`config.mk`:
```
export PLATFORM = sky130hd
export DESIGN_NAME = forwarding_pipeline_stage_timer_unit
export DESIGN_NICKNAME = d
export VERILOG_FILES = /design/src/rtl/fpst_pkg.sv /design/src/rtl/forwarding_pipeline_stage_timer_unit.sv /design/src/rtl/fpst_scoreboard.sv
export SDC_FILE = /design/constraint.sdc
export NUM_CORES = 1
export LEC_CHECK = 0
export BUFFER_PORTS_ARGS = -buffer_cell sky130_fd_sc_hd__buf_2
export CAP_MARGIN = 5
export CORE_UTILIZATION = 35
export CTS_BUF_LIST = sky130_fd_sc_hd__clkbuf_8
export CTS_CLUSTER_DIAMETER = 200
export DETAILED_ROUTE_END_ITERATION = 10
export PLACE_DENSITY_LB_ADDON = 0.1
export SLEW_MARGIN = 0
export SYNTH_ARGS = -nofsm -noshare
export SYNTH_HDL_FRONTEND = slang
export SYNTH_SLANG_ARGS = --single-unit
```
`constraint.sdc`:
```
create_clock -name clk -period 12.22 [get_ports clk]
set_input_delay 1.222 -clock clk [delete_from_list [all_inputs] [get_ports clk]]
set_output_delay 1.222 -clock clk [all_outputs]
set_load 0.05 [all_outputs]
```
`src/rtl/fpst_pkg.sv`:
```
// ----------------------------------------------------------------------------
// fpst_pkg
// Shared types, opcode constants and helper functions for the five-stage
// pipeline stage timer.
// ----------------------------------------------------------------------------
`timescale 1ns / 1ps

package fpst_pkg;

	localparam int REG_COUNT  = 32;
	localparam int REG_AW     = $clog2(REG_COUNT);
	localparam int CYCLE_BITS = 16;

	typedef logic [CYCLE_BITS-1:0] cycle_t;
	typedef logic [CYCLE_BITS:0]   cycle_wide_t;
	typedef logic [REG_AW-1:0]     reg_idx_t;

	localparam cycle_t CYCLE_MAX = '1;

	localparam logic [6:0] OPC_OP     = 7'b0110011;
	localparam logic [6:0] OPC_LOAD   = 7'b0000011;
	localparam logic [6:0] OPC_OP_IMM = 7'b0010011;
	localparam logic [6:0] OPC_JALR   = 7'b1100111;
	localparam logic [6:0] OPC_SYSTEM = 7'b1110011;
	localparam logic [6:0] OPC_STORE  = 7'b0100011;
	localparam logic [6:0] OPC_LUI    = 7'b0110111;
	localparam logic [6:0] OPC_AUIPC  = 7'b0010111;
	localparam logic [6:0] OPC_BRANCH = 7'b1100011;
	localparam logic [6:0] OPC_JAL    = 7'b1101111;

	typedef enum logic [2:0] {
		FMT_R       = 3'd0,
		FMT_LOAD    = 3'd1,
		FMT_I       = 3'd2,
		FMT_STORE   = 3'd3,
		FMT_U       = 3'd4,
		FMT_BRANCH  = 3'd5,
		FMT_JAL     = 3'd6,
		FMT_UNKNOWN = 3'd7
	} fmt_t;

	// One scoreboard write: register index and its new ready cycle.
	typedef struct packed {
		logic     en;
		reg_idx_t addr;
		cycle_t   data;
	} sb_wr_t;

	function automatic fmt_t classify(input logic [6:0] opcode);
		fmt_t f;
		case (opcode)
			OPC_OP:     f = FMT_R;
			OPC_LOAD:   f = FMT_LOAD;
			OPC_OP_IMM: f = FMT_I;
			OPC_JALR:   f = FMT_I;
			OPC_SYSTEM: f = FMT_I;
			OPC_STORE:  f = FMT_STORE;
			OPC_LUI:    f = FMT_U;
			OPC_AUIPC:  f = FMT_U;
			OPC_BRANCH: f = FMT_BRANCH;
			OPC_JAL:    f = FMT_JAL;
			default:    f = FMT_UNKNOWN;
		endcase
		return f;
	endfunction

	// Saturates a one-bit-wider sum to the cycle range.
	function automatic cycle_t sat(input cycle_wide_t v);
		return v[CYCLE_BITS] ? CYCLE_MAX : v[CYCLE_BITS-1:0];
	endfunction

	function automatic cycle_t cmax(input cycle_t a, input cycle_t b);
		return (a > b) ? a : b;
	endfunction

endpackage

```
`src/rtl/forwarding_pipeline_stage_timer_unit.sv`:
```
// ----------------------------------------------------------------------------
// forwarding_pipeline_stage_timer_unit
// Takes one RV32 instruction word per item, in program order, and returns the
// IF, ID, EX, MEM and WB cycle numbers it would see in an in-order five-stage
// pipeline with full forwarding, plus the stall cycles before ID and EX, the
// decoded format and a sticky saturation flag. The block accepts one item
// every cycle while in_stall is low. The accepting edge registers the
// instruction word and the scoreboard memory read, and the edge on which the
// item advances registers the timing update into the output register. A
// result held by out_stall leaves room for one more item behind it, so the
// input stalls only while both the output register and that item are
// waiting. The 32 ready cycles live in a synchronous memory whose entries
// read as zero after reset through per-entry valid bits, so no clearing pass
// is needed and items are accepted right after reset.
// ----------------------------------------------------------------------------
`timescale 1ns / 1ps

module forwarding_pipeline_stage_timer_unit import fpst_pkg::*; (
	input  logic        clk,
	input  logic        arst_n,
	input  logic        in_valid,
	output logic        in_stall,
	input  logic [31:0] instr_word,
	output logic        out_valid,
	input  logic        out_stall,
	output cycle_t      fetch_cycle,
	output cycle_t      decode_cycle,
	output cycle_t      execute_cycle,
	output cycle_t      memory_cycle,
	output cycle_t      writeback_cycle,
	output cycle_t      decode_wait,
	output cycle_t      execute_wait,
	output logic [2:0]  format_class,
	output logic        overflow
);

	logic        valid_s1;
	logic [31:0] word_s1;
	logic        accept;
	logic        advance;
	logic        out_valid_q;

	cycle_t next_fetch_q;
	cycle_t last_exec_q;
	logic   ovf_q;

	cycle_t r1;
	cycle_t r2;
	sb_wr_t sb_wr;

	fmt_t     fmt;
	reg_idx_t rd;

	cycle_wide_t f1_w, d_w, d1_w, t_rr_w, t_r1_w, m_w, w_w;
	cycle_t      f1, d, d1, rmax, e, m, w;
	logic        ov_t;
	logic        ovf_next;

	assign advance  = valid_s1 && (!out_valid_q || !out_stall);
	assign in_stall = valid_s1 && !advance;
	assign accept   = in_valid && !in_stall;

	always_ff @(posedge clk or negedge arst_n) begin
		if (!arst_n) begin
			valid_s1 <= 1'b0;
		end else if (accept) begin
			valid_s1 <= 1'b1;
		end else if (advance) begin
			valid_s1 <= 1'b0;
		end
	end

	always_ff @(posedge clk) begin
		if (accept) begin
			word_s1 <= instr_word;
		end
	end

	fpst_scoreboard u_sb (
		.clk    (clk),
		.arst_n (arst_n),
		.rd_en  (accept),
		.rs1    (instr_word[19:15]),
		.rs2    (instr_word[24:20]),
		.wr     (sb_wr),
		.r1     (r1),
		.r2     (r2)
	);

	assign fmt = classify(word_s1[6:0]);
	assign rd  = word_s1[11:7];

	always_comb begin
		f1_w   = {1'b0, next_fetch_q} + cycle_wide_t'(1);
		f1     = sat(f1_w);
		d_w    = (f1_w > {1'b0, last_exec_q}) ? f1_w : {1'b0, last_exec_q};
		d      = sat(d_w);
		d1_w   = {1'b0, d} + cycle_wide_t'(1);
		d1     = sat(d1_w);
		rmax   = cmax(r1, r2);
		t_rr_w = {1'b0, rmax} + cycle_wide_t'(1);
		t_r1_w = {1'b0, r1} + cycle_wide_t'(1);
		ov_t   = 1'b0;
		case (fmt)
			FMT_R, FMT_BRANCH: begin
				e    = cmax(d1, sat(t_rr_w));
				ov_t = t_rr_w[CYCLE_BITS];
			end
			FMT_I: begin
				e    = cmax(d1, sat(t_r1_w));
				ov_t = t_r1_w[CYCLE_BITS];
			end
			FMT_LOAD:  e = cmax(d1, r1);
			FMT_STORE: e = cmax(d1, rmax);
			default:   e = d1;
		endcase
		m_w = {1'b0, e} + cycle_wide_t'(1);
		w_w = {1'b0, e} + cycle_wide_t'(2);
		m   = sat(m_w);
		w   = sat(w_w);
		ovf_next = ovf_q | f1_w[CYCLE_BITS] | d_w[CYCLE_BITS] | d1_w[CYCLE_BITS]
			| ov_t | m_w[CYCLE_BITS] | w_w[CYCLE_BITS];

		// Register zero is never recorded, so it always reads as ready.
		sb_wr.en   = advance && (rd != '0)
			&& ((fmt == FMT_R) || (fmt == FMT_I) || (fmt == FMT_LOAD));
		sb_wr.addr = rd;
		sb_wr.data = (fmt == FMT_LOAD) ? m : e;
	end

	always_ff @(posedge clk or negedge arst_n) begin
		if (!arst_n) begin
			next_fetch_q <= '0;
			last_exec_q  <= '0;
			ovf_q        <= 1'b0;
			out_valid_q  <= 1'b0;
		end else begin
			if (advance) begin
				next_fetch_q <= d;
				last_exec_q  <= e;
				ovf_q        <= ovf_next;
				out_valid_q  <= 1'b1;
			end else if (!out_stall) begin
				out_valid_q <= 1'b0;
			end
		end
	end

	always_ff @(posedge clk) begin
		if (advance) begin
			fetch_cycle     <= next_fetch_q;
			decode_cycle    <= d;
			execute_cycle   <= e;
			memory_cycle    <= m;
			writeback_cycle <= w;
			decode_wait     <= d - f1;
			execute_wait    <= e - d1;
			format_class    <= 3'(fmt);
			overflow        <= ovf_next;
		end
	end

	assign out_valid = out_valid_q;

	a_no_x0_write: assert property (@(posedge clk) disable iff (!arst_n)
		sb_wr.en |-> (sb_wr.addr != '0))
		else $error("scoreboard write to register zero");

	a_ex_after_id: assert property (@(posedge clk) disable iff (!arst_n)
		out_valid |-> ((execute_cycle > decode_cycle) || overflow))
		else $error("execute cycle not after decode cycle without saturation");

	a_stage_order: assert property (@(posedge clk) disable iff (!arst_n)
		out_valid |-> ((memory_cycle >= execute_cycle) && (writeback_cycle >= memory_cycle)))
		else $error("memory or write back cycle out of order");

	a_ovf_sticky: assert property (@(posedge clk) disable iff (!arst_n)
		advance |=> (ovf_q || !$past(ovf_q)))
		else $error("overflow flag cleared");

	a_drain: assert property (@(posedge clk) disable iff (!arst_n)
		(valid_s1 && !out_valid_q) |=> out_valid_q)
		else $error("pending item not moved into free output register");

endmodule

```
`src/rtl/fpst_scoreboard.sv`:
```
// ----------------------------------------------------------------------------
// fpst_scoreboard
// Ready-cycle scoreboard: one synchronous memory with two read ports and one
// write port, per-entry valid bits, and forwarding of a same-edge write.
// ----------------------------------------------------------------------------
`timescale 1ns / 1ps

module fpst_scoreboard import fpst_pkg::*; (
	input  logic     clk,
	input  logic     arst_n,
	input  logic     rd_en,
	input  reg_idx_t rs1,
	input  reg_idx_t rs2,
	input  sb_wr_t   wr,
	output cycle_t   r1,
	output cycle_t   r2
);

	cycle_t               mem [REG_COUNT];
	logic [REG_COUNT-1:0] vld_q;

	cycle_t rdata1_q;
	cycle_t rdata2_q;
	cycle_t fwd_data_q;
	logic   vld1_q;
	logic   vld2_q;
	logic   hit1_q;
	logic   hit2_q;

	always_ff @(posedge clk) begin
		if (wr.en) begin
			mem[wr.addr] <= wr.data;
		end
		if (rd_en) begin
			rdata1_q   <= mem[rs1];
			rdata2_q   <= mem[rs2];
			fwd_data_q <= wr.data;
		end
	end

	// A write on the same edge as the read is not seen by the memory read,
	// so it is caught here and forwarded.
	always_ff @(posedge clk or negedge arst_n) begin
		if (!arst_n) begin
			vld_q  <= '0;
			vld1_q <= 1'b0;
			vld2_q <= 1'b0;
			hit1_q <= 1'b0;
			hit2_q <= 1'b0;
		end else begin
			if (wr.en) begin
				vld_q[wr.addr] <= 1'b1;
			end
			if (rd_en) begin
				vld1_q <= vld_q[rs1];
				vld2_q <= vld_q[rs2];
				hit1_q <= wr.en && (wr.addr == rs1);
				hit2_q <= wr.en && (wr.addr == rs2);
			end
		end
	end

	assign r1 = hit1_q ? fwd_data_q : (vld1_q ? rdata1_q : '0);
	assign r2 = hit2_q ? fwd_data_q : (vld2_q ? rdata2_q : '0);

endmodule
```
### Yosys cells after proc, flatten, opt, wreduce, memory -nomap -nowiden

Memory sizes are Yosys's and may differ from the RTL's. A register that Yosys moved wholly into a read port is not among the register bits.
Cells that the tools add are included.

| word-level totals | value |
|---|---|
| register bits | 215 |
| memories kept | 1 |
| bits in writable memories | 512 |
| input port bits | 36 |
| word-level logic and storage cells | 117 |
| output and inout port bits | 118 |

Memories:

| memory | words | bits a word | read ports | clocked after Yosys merged registers in | wr ports | RTL line | RTL |
|---|---|---|---|---|---|---|---|
| u_sb.mem | 32 | 16 | 2 | 2 | 1 | fpst_scoreboard.sv:19 | `cycle_t mem [REG_COUNT];` |

| operators by class | value |
|---|---|
| add/subtract/negate cells | 8 |
| bitwise logic cells | 7 |
| mux-type cells | 32 |
| eq/ne operators | 17 |
| magnitude comparators | 10 |
| reductions and logical operators | 21 |

Operators by type and width:

| operator | count |
|---|---|
| two-way mux 16 bit | 16 |
| adder 16 x 1 -> 17 bit (second input constant) | 5 |
| > comparator 16 bit | 5 |
| one-hot mux 16 bit (4 select lines) | 1 |
| bitwise OR 32 bit | 1 |
| subtractor 16 bit | 2 |
| equality test 7 bit (second input constant) | 4 |
| equality test 7 x 6 -> 1 bit (second input constant) | 3 |
| one-hot mux 3 bit (7 select lines) | 1 |
| less-than comparator 5 x 6 -> 1 bit (second input constant) | 3 |
| adder 16 x 2 -> 17 bit (second input constant) | 1 |
| > comparator 17 x 16 -> 1 bit | 1 |
| two-way mux 17 bit | 1 |
| equality test 7 x 5 -> 1 bit (second input constant) | 2 |
| binary-select mux 1 bit (select 5 bit) | 2 |
| equality test 5 bit | 2 |
| two-way mux 1 bit | 9 |
| logical AND 1 bit | 8 |
| equality test 7 x 2 -> 1 bit (second input constant) | 1 |
| equality test 3 x 2 -> 1 bit (second input constant) | 2 |
| bitwise OR 1 bit | 6 |
| demux 1 bit (select 5 bit) | 1 |
| greater-or-equal comparator 5 x 1 -> 1 bit (second input constant) | 1 |
| nonzero test 5 bit | 1 |
| 10 further kinds | 16 |

### Longest topological paths before layout

| logic depth | value |
|---|---|
| depth after elaboration | 12 |
| mapped depth | 55 |
| gate-level depth less buffers | 50 |

### Hierarchy

Synthesis repeated with hierarchy kept, for this count alone.

| second synthesis, totals | value |
|---|---|
| cell total of the unflattened synthesis | 2916 |
| area, all modules | 41543.6 um^2 |

Modules (own cells, without submodules):

| module | area each (um^2) | seq. area each (um^2) | instances | cells each |
|---|---|---|---|---|
| fpst_scoreboard | 27219.9 | 17717.0 | 1 | 1289 |
| forwarding_pipeline_stage_timer_unit | 14323.7 | 4719.5 | 1 | 1627 |

### Worst setup path before layout

OpenSTA, ideal clock, no wires.

| timing path | value |
|---|---|
| kind | register to register |
| from | register next_fetch_q[1] |
| to | register execute_wait[14] (data pin) |
| required time | 11959 ps |
| clock period less this slack | 10788 ps |
| slack | 1432 ps |
| library setup time | 261 ps |
| path buffers | 4 |
| arrival time | 10527 ps |
| cell stages (with the launch flop) | 51 |
| cell sequence | dfrtp_1 > ha_1 > nand3_1 > clkbuf_1 > nor2_1 > and3_1 > xnor2_1 > inv_1 > ha_1 > nand2_1 > nor4_1 > a211o_1 > o21ai_0 > nand2_1 > clkbuf_1 > clkbuf_1 > o21ai_0 > inv_1 > [15 not listed] > clkbuf_1 > o221ai_1 > inv_1 > ha_1 > fa_1 > nor2b_1 > o21ai_0 > a21boi_0 > o21ai_0 > a21boi_0 > o21ai_0 > a21boi_0 > o21ai_0 > a21boi_0 > o21ai_0 > a21boi_0 > nor4_1 > a311o_1 |

| between the ends | value |
|---|---|
| cells in the longest elaborated chain, start to end | 10 |
| elaborated cells between the ends (all ways) | 16 |
| those cells by class | add/sub: 3; order compare: 5; mux: 8 |

Ends and longest elaborated chain:

| item | RTL line | RTL |
|---|---|---|
| start, declared | forwarding_pipeline_stage_timer_unit.sv:43 | `cycle_t next_fetch_q;` |
| start signal, assigned | forwarding_pipeline_stage_timer_unit.sv:133 | `next_fetch_q <= '0;` |
| start signal, assigned | forwarding_pipeline_stage_timer_unit.sv:139 | `next_fetch_q <= d;` |
| adder 16 x 1 -> 17 bit * | forwarding_pipeline_stage_timer_unit.sv:94 | `f1_w = {1'b0, next_fetch_q} + cycle_wide_t'(1);` |
| > comparator 17 x 16 -> 1 bit | forwarding_pipeline_stage_timer_unit.sv:96 | `d_w = (f1_w > {1'b0, last_exec_q}) ? f1_w : {1'b0, last_exec_q};` |
| two-way mux 17 bit * | forwarding_pipeline_stage_timer_unit.sv:96 |  |
| two-way mux 16 bit * | fpst_pkg.sv:69 | `return v[CYCLE_BITS] ? CYCLE_MAX : v[CYCLE_BITS-1:0];` |
| net d[1] | forwarding_pipeline_stage_timer_unit.sv:55 | `cycle_t f1, d, d1, rmax, e, m, w;` |
| adder 16 x 1 -> 17 bit * | forwarding_pipeline_stage_timer_unit.sv:98 | `d1_w = {1'b0, d} + cycle_wide_t'(1);` |
| two-way mux 16 bit * | fpst_pkg.sv:69 |  |
| > comparator 16 bit | fpst_pkg.sv:73 | `return (a > b) ? a : b;` |
| two-way mux 16 bit | fpst_pkg.sv:73 |  |
| one-hot mux 16 bit (4 select lines) * | forwarding_pipeline_stage_timer_unit.sv:104 | `case (fmt)` |
| net e[0] | forwarding_pipeline_stage_timer_unit.sv:55 |  |
| subtractor 16 bit * | forwarding_pipeline_stage_timer_unit.sv:157 | `execute_wait <= e - d1;` |
| end signal, assigned | forwarding_pipeline_stage_timer_unit.sv:157 |  |
| end, declared | forwarding_pipeline_stage_timer_unit.sv:32 | `output cycle_t execute_wait,` |

Mark *: on every way through the listed nets, which the timed path passes. The rest lies on a longest branch.
A chain may end at the register's enable or synchronous reset.

### Worst setup path in the final report

| timing path | value |
|---|---|
| from | register u_sb.hit1_q |
| to | register execute_wait[14] (data pin) |

| between the ends | value |
|---|---|
| cells in the longest elaborated chain, start to end | 9 |
| elaborated cells between the ends (all ways) | 17 |
| those cells by class | add/sub: 3; order compare: 5; mux: 9 |

Ends and longest elaborated chain:

| item | RTL line | RTL |
|---|---|---|
| start, declared | fpst_scoreboard.sv:27 | `logic hit1_q;` |
| start signal, assigned | fpst_scoreboard.sv:57 | `hit1_q <= wr.en && (wr.addr == rs1);` |
| two-way mux 16 bit * | fpst_scoreboard.sv:63 | `assign r1 = hit1_q ? fwd_data_q : (vld1_q ? rdata1_q : '0);` |
| > comparator 16 bit | fpst_pkg.sv:73 |  |
| two-way mux 16 bit | fpst_pkg.sv:73 |  |
| adder 16 x 1 -> 17 bit | forwarding_pipeline_stage_timer_unit.sv:101 | `t_rr_w = {1'b0, rmax} + cycle_wide_t'(1);` |
| two-way mux 16 bit | fpst_pkg.sv:69 |  |
| > comparator 16 bit | fpst_pkg.sv:73 |  |
| two-way mux 16 bit | fpst_pkg.sv:73 |  |
| one-hot mux 16 bit (4 select lines) * | forwarding_pipeline_stage_timer_unit.sv:104 |  |
| net e[0] | forwarding_pipeline_stage_timer_unit.sv:55 |  |
| subtractor 16 bit * | forwarding_pipeline_stage_timer_unit.sv:157 |  |

Marks and branches as above.

==> flow_summary_export.csv <==
group,metric,value,unit
setup_path,ff2ff_path_depth,47,
layout,final_area,0.0473,mm^2
layout,fin_cells,4763,
setup_path,reg2reg_to,"execute_wait[14]",
setup_path,r2r-start,"u_sb.hit1_q",
grt,grt_pass1_wl,200000,um
layout,nNetsFinal,3305,
run,drv_cap,0,
synth,synth_edf_count,688,
clocking,clock_sinks,759,
floorplan,rows,125,
detailed_routing,drt-total-wl,139000,um
detailed_routing,firstDrtPassIters,6,
floorplan,design.die.area,0.119,mm^2
timing,worst_slew_pin_slew,1.23,ns
layout,largest_reg_flops,512,
timing,setup_violations,0,
placement,placed_cell_area,0.0446,mm^2
timing,fin_ws,0.831,ns
clocking,path_clk_slew,0.07,ns
synth,ys_seq_area_share,54.7,%
clocking,ctsHoldBuffers,0,
setup_path,crit_type,"reg -> reg",
grt,grt_max_degree,83,
detailed_routing,top_layer,"met4",
detailed_routing,antenna_left,0,
placement,portBuffers,143,
floorplan,chipHeight,344,um
placement,place_ws,0.652,ns
synth,ys_ff_latch,759,
floorplan,io_pins,154,
detailed_routing,wl_met2,70000,um
synth,synth_cell_types,103,
timing,slew_headroom,17.4,%
synth,synth-async-reset-ratio,9.35,%
placement,dp_cells,4519,
setup_path,worst_path_most_repeated_cell,"buf_4",
clocking,numCtsBuffers,136,
layout,top_regs,"u_sb.mem (512), u_sb.vld_q (32)",
grt,grt_pass1_vias,27729,
clocking,cts_tree,"done",
setup_path,cp.required,12.76,ns
grt,antenna_found_initial,5,
placement,gp_congestion,0.936,
layout,final_layout_size_suffix_gt1_share,31.3,%
detailed_routing,wl_met1,58300,um
timing,fmax,87.8,MHz
grt,gr-total-overflow,0,
clocking,clock_path_buffers,3,
synth,ys.flop_type,"edfxtp_1",
layout,area_growth,15.2,%
clocking,ctsHtreeMaxLevel,4,
floorplan,initial_core_util,35.3,%
detailed_routing,drt_iter0_markers,2027,
setup_path,arrival,11.93,ns
setup_path,path_max_fanout,37,
floorplan,core-area,0.116,mm^2
placement,dp_hpwl,93100,um
setup_path,critPathSlowestCell,"or4_4",
timing,skew,0.0417,ns
timing,rsz0062_at_grt,"false",
synth,yosysWarningCount,0,
timing,min_period,11.39,ns
hold_path,min_path_type,"in -> async",
synth,syn-cell-area,0.0410,mm^2
clocking,cts-root-buf,"clkbuf_8",
floorplan,fp.dieW,344,um
detailed_routing,routedWlPerCell,29.2,um
synth,syn_avg_cell_area,14.5,um^2
clocking,clk_latency,0.82,ns
run_status,outcome,"finished clean",
setup_path,start_kind,"flop",
timing,tns,0,ns
detailed_routing,wl_met3,6090,um
layout,layout_common_cells,"edfxtp_1 (688), mux4_2 (340), nand2_1 (182), buf_4 (170), inv_1 (155)",
timing,fin_crit_sh,93.2,%
synth,synth_cells,2829,
layout,final_common_cell,"edfxtp_1",
detailed_routing,vias,27159,
setup_path,r2r_slack,0.83,ns
timing,timing_hold_violations_final,0,
detailed_routing,drc,0,
timing,drv_slew,0,
grt,grt_usage,23.7,%
layout,top_register,"u_sb.mem",
setup_path,cpPeakStageDelay,0.65,ns
detailed_routing,drt-vias-per-instance,5.70,
setup_path,end_kind,"flop",
[stage by stage]
step	hold slack, ns	util [%]
finish	0.339	40.7
global route	0.323	40.7
CTS	0.282	40.6
detailed placement	0.384	38.4
global placement	0.378	38.4
floorplan	0.420	-
[Yosys cell counts (all sizes together) (6+ instances only)]
library cell / count / area share (%)
buf: 59 / 0.64
edfxtp: 688 / 50
a31oi: 22 / 0.37
nand2: 182 / 1.7
nand3b: 7 / 0.13
and2: 21 / 0.32
a21oi: 119 / 1.5
inv: 119 / 1.1
xnor2: 50 / 1.1
a21o: 14 / 0.26
mux2i: 23 / 0.56
a41oi: 6 / 0.13
a31o: 6 / 0.13
and3: 15 / 0.23
nor3: 42 / 0.56
nor2: 177 / 1.6
a21boi: 18 / 0.34
a211oi: 15 / 0.30
or3: 10 / 0.15
mux2: 46 / 1.3
a311oi: 6 / 0.13
mux4: 340 / 19
ha: 132 / 4.0
a22oi: 24 / 0.44
a221oi: 8 / 0.19
nand3: 71 / 0.89
nand2b: 21 / 0.32
clkbuf: 100 / 0.92
o21a: 16 / 0.29
a211o: 8 / 0.17
nor2b: 19 / 0.29
xor2: 17 / 0.36
a22o: 7 / 0.15
nand4b: 7 / 0.15
nand4: 35 / 0.62
dfrtp: 71 / 4.3
or4: 10 / 0.20
o31ai: 7 / 0.15
o21ai: 129 / 1.6
o211ai: 20 / 0.45
nor4: 24 / 0.49
o22ai: 10 / 0.15
or2: 39 / 0.60
[cell families after synthesis]
| logic type | after synthesis | share of synthesized area [%] |
|---|---|---|
| muxes | 409 | 20.5 |
| buffers and inverters | 278 | 2.65 |
| and+or+nand+nor | 691 | 8.48 |
| AOI/OAI and AO/OA | 490 | 8.09 |
| adders and majority gates | 134 | 4.13 |
| DFF | 759 | 54.7 |
| xor gates and xnor gates | 67 | 1.43 |
| other | 1 | 0.00915 |
[per-layer routing]
layer | track usage, % | vias to the layer above
li1 | - | 11955
met1 | 30.7 | 14153
met2 | 40.7 | 817
met5 | 0 | -
met4 | 8.45 | 0
met3 | 3.06 | 234
[cell type report]
type	count	area (um^2)
fillers	10853	69000
clock buffers	149	2050
multi-input cells	1807	17800
well taps	1524	1910
inverters	119	452
clock inverters	91	537
flip-flops and latches	759	22400
repair buffers	312	2020
diodes	2	5.00
[how the worst max path moves through the flow]
stage	from	endpoint	slack, ns	cells past startpoint
after floorplan	next_fetch_q[1]	execute_wait[14]	1.43	50
after global placement	next_fetch_q[0]	execute_wait[14]	0.79	52
after detailed placement	next_fetch_q[2]	execute_wait[14]	0.65	48
after CTS	next_fetch_q[2]	execute_wait[14]	0.55	48
after global routing	next_fetch_q[0]	execute_wait[14]	0.05	50
final	u_sb.hit1_q	execute_wait[14]	0.83	47
[critical path: cells and delay by family, from the launching register on]
family | cells | cell delay (ns)
mux | 2 | 0.94
fa+ha+maj | 5 | 1.33
buf+inv | 10 | 1.94
compound gates | 14 | 3.13
simple gates | 16 | 3.38
flops | 1 | 0.40
[repair_timing]
action,CTS,global route
resized for setup,0,4
setup buffers,0,2
setup endpoints to repair,0,2
Power is left out: the tool's default activity adds up to more than one toggle a clock period on the data nets, which glitch-free logic cannot reach.
